===== config.mk =====
export PLATFORM = sky130hd
export DESIGN_NAME = sorted_priority_queue
export DESIGN_NICKNAME = d
export VERILOG_FILES = /design/src/spq_pkg.sv /design/src/sorted_priority_queue.sv /design/src/spq_cell.sv
export SDC_FILE = /design/constraint.sdc
export NUM_CORES = 2
export LEC_CHECK = 0
export BUFFER_PORTS_ARGS = -buffer_cell sky130_fd_sc_hd__buf_2
export CAP_MARGIN = 40
export CELL_PAD_IN_SITES_DETAIL_PLACEMENT = 0
export CELL_PAD_IN_SITES_GLOBAL_PLACEMENT = 1
export CORE_MARGIN = 4
export CORE_UTILIZATION = 46
export CTS_CLUSTER_DIAMETER = 100
export DETAILED_ROUTE_END_ITERATION = 12
export PLACE_DENSITY = 0.85
export SYNTH_ARGS = -nofsm -noshare
export SYNTH_HDL_FRONTEND = slang
export SYNTH_SLANG_ARGS = --single-unit

===== constraint.sdc =====
create_clock -name clk -period 7.15 [get_ports clk]
set_input_delay 0.3575 -clock clk [delete_from_list [all_inputs] [get_ports clk]]
set_output_delay 0.3575 -clock clk [all_outputs]
set_load 0.01 [all_outputs]

===== src/spq_pkg.sv =====
// Shared types and codes for the sorted priority queue.
package spq_pkg;

  localparam int ITEM_WIDTH     = 32;
  localparam int PRIORITY_WIDTH = 16;
  localparam int COUNT_WIDTH    = 5;
  localparam int CAPACITY_DEF   = 16;

  localparam logic [1:0] OP_ENQUEUE = 2'd0;
  localparam logic [1:0] OP_DEQUEUE = 2'd1;
  localparam logic [1:0] OP_CLEAR   = 2'd2;

  localparam logic [1:0] ST_OK        = 2'd0;
  localparam logic [1:0] ST_OVERFLOW  = 2'd1;
  localparam logic [1:0] ST_UNDERFLOW = 2'd2;

  typedef struct packed {
    logic [1:0]                       opcode;
    logic [ITEM_WIDTH-1:0]            new_item;
    logic signed [PRIORITY_WIDTH-1:0] new_priority;
  } spq_in_t;

  typedef struct packed {
    logic [1:0]                       status;
    logic [ITEM_WIDTH-1:0]            taken_item;
    logic [ITEM_WIDTH-1:0]            head_item;
    logic signed [PRIORITY_WIDTH-1:0] head_priority;
    logic [COUNT_WIDTH-1:0]           entry_count;
    logic                             is_empty;
  } spq_out_t;

  typedef struct packed {
    logic signed [PRIORITY_WIDTH-1:0] prio;
    logic [ITEM_WIDTH-1:0]            item;
  } spq_entry_t;

  typedef struct packed {
    logic       enq;
    logic       deq;
    spq_entry_t entry;
  } spq_ctrl_t;

endpackage


===== src/sorted_priority_queue.sv =====
// Top level of the min-first sorted priority queue built as a chain of cells.
//
//   channel | direction | payload type      | handshake
//   in_     | input     | spq_pkg::spq_in_t  | in_valid / in_stall
//   out_    | output    | spq_pkg::spq_out_t | out_valid / out_stall
//
// Every cell compares and shifts in parallel on each transaction.
// The result is held in an output register and appears the cycle after acceptance.
// A new transaction is accepted in every cycle in which the output register is empty
// or its result is being taken, so a stalled result holds off the input.
// Reset clears the entry count and the output valid flag; entry contents and output data are not reset.
module sorted_priority_queue #(
  parameter int CAPACITY = spq_pkg::CAPACITY_DEF
) (
  input  logic              clk,
  input  logic              rst_n,
  input  logic              in_valid,
  output logic              in_stall,
  input  spq_pkg::spq_in_t  in_data,
  output logic              out_valid,
  input  logic              out_stall,
  output spq_pkg::spq_out_t out_data
);

  localparam int CW = $clog2(CAPACITY + 1);

  logic                not_empty;
  logic [CW-1:0]       cnt_r;
  logic [CW-1:0]       cnt_nxt;
  logic                out_valid_r;
  logic                out_valid_nxt;
  spq_pkg::spq_out_t   out_data_r;
  spq_pkg::spq_out_t   out_data_nxt;
  spq_pkg::spq_ctrl_t  ctrl;
  logic                accept;
  logic                enq_ok;
  logic                deq_ok;
  logic [1:0]          status;

  spq_pkg::spq_entry_t entry     [CAPACITY];
  spq_pkg::spq_entry_t entry_nxt [CAPACITY];
  logic                shift     [CAPACITY];

  assign not_empty = (cnt_r != '0);
  assign in_stall  = out_valid_r && out_stall;
  assign accept    = in_valid && !in_stall;

  always_comb begin
    enq_ok  = 1'b0;
    deq_ok  = 1'b0;
    status  = spq_pkg::ST_OK;
    cnt_nxt = cnt_r;
    case (in_data.opcode)
      spq_pkg::OP_ENQUEUE: begin
        if (cnt_r == CW'(CAPACITY)) begin
          status = spq_pkg::ST_OVERFLOW;
        end else begin
          enq_ok  = 1'b1;
          cnt_nxt = cnt_r + CW'(1);
        end
      end
      spq_pkg::OP_DEQUEUE: begin
        if (!not_empty) begin
          status = spq_pkg::ST_UNDERFLOW;
        end else begin
          deq_ok  = 1'b1;
          cnt_nxt = cnt_r - CW'(1);
        end
      end
      spq_pkg::OP_CLEAR: begin
        cnt_nxt = '0;
      end
      default: begin
        cnt_nxt = cnt_r;
      end
    endcase
  end

  assign ctrl.enq        = accept && enq_ok;
  assign ctrl.deq        = accept && deq_ok;
  assign ctrl.entry.prio = in_data.new_priority;
  assign ctrl.entry.item = in_data.new_item;

  for (genvar i = 0; i < CAPACITY; i++) begin : g_cell
    spq_cell u_cell (
      .clk          (clk),
      .ctrl_i       (ctrl),
      .occupied_i   (CW'(i) < cnt_r),
      .tail_i       (CW'(i) == cnt_r),
      .left_shift_i ((i == 0) ? 1'b0 : shift[(i == 0) ? 0 : i - 1]),
      .left_i       (entry[(i == 0) ? 0 : i - 1]),
      .right_i      (entry[(i == CAPACITY - 1) ? i : i + 1]),
      .shift_o      (shift[i]),
      .entry_o      (entry[i]),
      .entry_nxt_o  (entry_nxt[i])
    );
  end

  always_comb begin
    out_data_nxt.status        = status;
    out_data_nxt.taken_item    = deq_ok ? entry[0].item : '0;
    out_data_nxt.head_item     = (cnt_nxt != '0) ? entry_nxt[0].item : '0;
    out_data_nxt.head_priority = (cnt_nxt != '0) ? entry_nxt[0].prio : '0;
    out_data_nxt.entry_count   = spq_pkg::COUNT_WIDTH'(cnt_nxt);
    out_data_nxt.is_empty      = (cnt_nxt == '0);
  end

  always_comb begin
    out_valid_nxt = out_valid_r && out_stall;
    if (accept) begin
      out_valid_nxt = 1'b1;
    end
  end

  always_ff @(posedge clk) begin
    if (!rst_n) begin
      cnt_r       <= '0;
      out_valid_r <= 1'b0;
    end else begin
      out_valid_r <= out_valid_nxt;
      if (accept) begin
        cnt_r <= cnt_nxt;
      end
    end
  end

  always_ff @(posedge clk) begin
    if (accept) begin
      out_data_r <= out_data_nxt;
    end
  end

  assign out_valid = out_valid_r;
  assign out_data  = out_data_r;

endmodule


===== src/spq_cell.sv =====
// One slot of the sorted shift chain, holding a single queue entry.
module spq_cell (
  input  logic               clk,
  input  spq_pkg::spq_ctrl_t ctrl_i,
  input  logic               occupied_i,
  input  logic               tail_i,
  input  logic               left_shift_i,
  input  spq_pkg::spq_entry_t left_i,
  input  spq_pkg::spq_entry_t right_i,
  output logic               shift_o,
  output spq_pkg::spq_entry_t entry_o,
  output spq_pkg::spq_entry_t entry_nxt_o
);

  spq_pkg::spq_entry_t entry_r;
  spq_pkg::spq_entry_t entry_nxt;

  assign shift_o = occupied_i && !(entry_r.prio < ctrl_i.entry.prio);

  always_comb begin
    entry_nxt = entry_r;
    if (ctrl_i.enq) begin
      if (left_shift_i) begin
        entry_nxt = left_i;
      end else if (shift_o || tail_i) begin
        entry_nxt = ctrl_i.entry;
      end
    end else if (ctrl_i.deq) begin
      entry_nxt = right_i;
    end
  end

  always_ff @(posedge clk) begin
    entry_r <= entry_nxt;
  end

  assign entry_o     = entry_r;
  assign entry_nxt_o = entry_nxt;

endmodule

==> flow_summary.yaml <==
pwr:
  clock_power_share: 0.356
  p_switching_mw: 4.10
  peakVddDrop_mv: 0.184
  leakage_nw: 22.1
  pwr-share-comb: 0.188
  switching_share: 0.293
  p_per_area_nw_per_um2: 257
  seqPwrFrac: 0.456
  internal-power_mw: 9.92
  total_power_mw: 14.0
sta:
  skew_ps: 29.6
  fmax_mhz: 215
  tightest_slew_ps: 1040
  setup_viol: 0
  relSlewSlack: 0.307
  rsz0062_at_grt: "no"
  finalHoldViolCount: 0
  fin_crit_ps: 4660
  tns_ps: 0
  drv_slew: 0
  post-route-period-util: 0.652
logic_synthesis:
  synth.area.mux_share: 0.117
  synth_simple_gate_area_share: 0.104
  yosysTopAreaCell: "edfxtp_1"
  syn_avg_cell_area_sq_um: 10.5
  async_reset_ff_frac: 0
  synth_edf_count: 808
  ys.flop_type: "edfxtp_1"
  synth.area.top_cells: "edfxtp_1 (50%), mux2i_1 (11%), o21ai_0 (7.4%)"
  yosys.cell_types.count: 65
  synth_top_area_frac: 0.497
  synth_top_family_by_area: "compound AO/OA/AOI/OAI gates"
  postSynthNetCount: 4957
  ys_seq_area_frac: 0.519
  synth_xor_area_frac: 0
  postSynthCellCount: 4658
  yosysWarnings: 0
  ys_ff_latch: 862
  synth-compound-area-share: 0.160
  synth_fa_ha_area_frac: 0.0627
  syn_area_sq_um: 48900
route:
  drc: 0
  viasPerCell: 6.26
  drt_iter0_markers: 4326
  wire_per_inst_um: 25.1
  routed_wirelength_mm: 152
  final_antenna_net_count: 0
  vias: 37800
  firstDrtPassIters: 6
placed_design:
  port_buffers: 143
  dp_hpwl_mm: 96.0
  dp_cells: 5868
  finalWeightedCongestion: 0.945
worst_setup_path:
  critPathKind: "primary input to flip-flop"
  cp_data_required_time_ps: 7450
  arrival_ps: 4960
  end_kind: "flip-flop"
  startpoint_type: "primary input"
  crit_slowest_cell: "buf_4"
  cp_top_family: "buffers and inverters"
  path_buf_inv: 4
  critPathMostFrequentCell: "buf_4"
  crit_chain: "buf_2 > inv_1 > ha_1 > and4_1 > nand4_1 > a2111oi_0 > a211oi_1 > mux2_2 > buf_4 > o21ai_0 > a31oi_4 > buf_4"
  path_max_fanout: 49
  slowest_delay_ps: 690
finish:
  fin_cells: 6046
  areaGrowthSynthToFinish_pct: 11.5
  layout_common_cells: "edfxtp_1 (808), o21ai_0 (718), nand2_1 (698), mux2i_1 (531), ha_1 (245)"
  drive_gt1_frac: 0.104
  layout_commonest_cell: "edfxtp_1"
  fill_cells: 9246
  nets: 4874
flow_run:
  maxCapViolCount: 0
clock_network:
  htreeDepth: 3
  post_cts_buffers: 0
  cts_tree: "done"
  cts_sinks: 862
  worstSkewPairLatency_ps: 680
  numCtsBuffers: 92
  cts_root_buf: "clkbuf_16"
  max-clock-path-buffers: 3
  cts.clk_slew.worst_paths_ps: 60
floorplan:
  start_util: 0.464
  dieArea_sq_um: 112000
  die_height_um: 334
  fp-row-count: 119
  pin_count: 144
  core_area_sq_um: 105000
  die_w_um: 334
global_route:
  grt_remaining_overflow: 0
  grt_pass1_vias: 36600
  antenna_found_initial: 4
  grt_max_degree: 253
  grt_pass1_wl_mm: 230
  track_usage: 0.265
outcome:
  outcome: "finished clean"
hold_path:
  min_path_type: "primary input to flip-flop"
==> power groups by stage <==
stage / combinational, mW / clock, mW / sequential [mW]
after floorplan: 1.67 / 0 / 6.43
after global placement: 2.48 / 0 / 6.49
after detailed placement: 2.58 / 0 / 6.49
after CTS: 2.59 / 5.05 / 6.39
after global routing: 2.87 / 5.26 / 6.44
final: 2.64 / 4.98 / 6.40
==> cell usage after synthesis, types with 34 or more instances <==
master and n:
a21o_1 42, a21oi_1 172, a31oi_1 66, and2_1 35
buf_2 60, clkbuf_1 335, dfxtp_1 54, edfxtp_1 808
ha_1 245, inv_1 41, mux2_2 34, mux2i_1 532
nand2_1 704, nor2_1 243, nor3_1 49, o21a_1 55
o21ai_0 720, o21ai_1 47, o22a_1 43, o22ai_1 75
o311a_1 48
==> registers in the layout, summed over array words and instances (netlist names) <==
register	count
g_cell.u_cell.entry_o	768
out_data	88
out_valid	1
cnt_r	5
==> area by class of cell <==
class / instances / area, sq um / area share
Tap cell: 1391 / 1740 / 0.0320
Inverter: 41 / 156 / 0.00287
Multi-Input combinational cell: 3335 / 22200 / 0.407
Clock buffer: 125 / 2600 / 0.0477
Timing Repair Buffer: 243 / 1960 / 0.0360
Sequential cell: 862 / 25300 / 0.465
Clock inverter: 47 / 502 / 0.00921
Antenna cell: 2 / 5.00 / 0.0000919
==> worst paths after layout <==
path	start	end	slack, ps	depth (start not counted)
worst max register to register	cnt_r[0]	out_data[8]	2580	10
worst max-delay path	in_data[15]	g_cell[12].u_cell.entry_o[30]	2490	12
worst min-delay path	in_data[40]	g_cell[0].u_cell.entry_o[24]	170	3
worst min register to register	g_cell[12].u_cell.entry_o[18]	g_cell[11].u_cell.entry_o[18]	540	2
==> worst register-to-register path: stages, from the launching register on <==
cell and delay, ps:
dfxtp_1 680, inv_1 210, ha_1 360, nor4b_4 210
nor2_4 130, buf_4 460, o21ai_0 270, a31oi_4 760
buf_4 500, o21ai_0 220, nor3_1 490
==> routing by layer <==
layer,track usage,vias up,share of wire
met5,0,-,0.00018
met4,0.0950,4,0.036
met3,0.0539,322,0.10
met2,0.407,1976,0.44
met1,0.376,18400,0.42
li1,-,17100,-
==> cells by family after synthesis <==
| group | Yosys count |
|---|---|
| multiplexers | 566 |
| adder cells (fa/ha/maj) | 245 |
| buffers and inverters | 461 |
| AO/OA/AOI/OAI | 1339 |
| flip-flops | 862 |
| AND/OR/NAND/NOR | 1185 |
==> metrics by stage <==
stage                      util  hold WS [ps]  instance area (sq um)  setup WS (ps)
after detailed placement  0.487           537                  51300           2080
after floorplan               -           475                  48900           1350
after global placement    0.482           528                  50800           2000
after CTS                 0.516           128                  54400           2430
after global routing      0.517           185                  54500           2360
final                     0.517           173                  54500           2490
==> what timing repair did <==
| item | 4_1_cts | 5_1_grt |
|---|---|---|
| endpoints found under the hold margin | 6 | 0 |
| hold buffers | 3 | 0 |
| gates resized for setup | 0 | 0 |
Power figures use the tool's default switching activity.
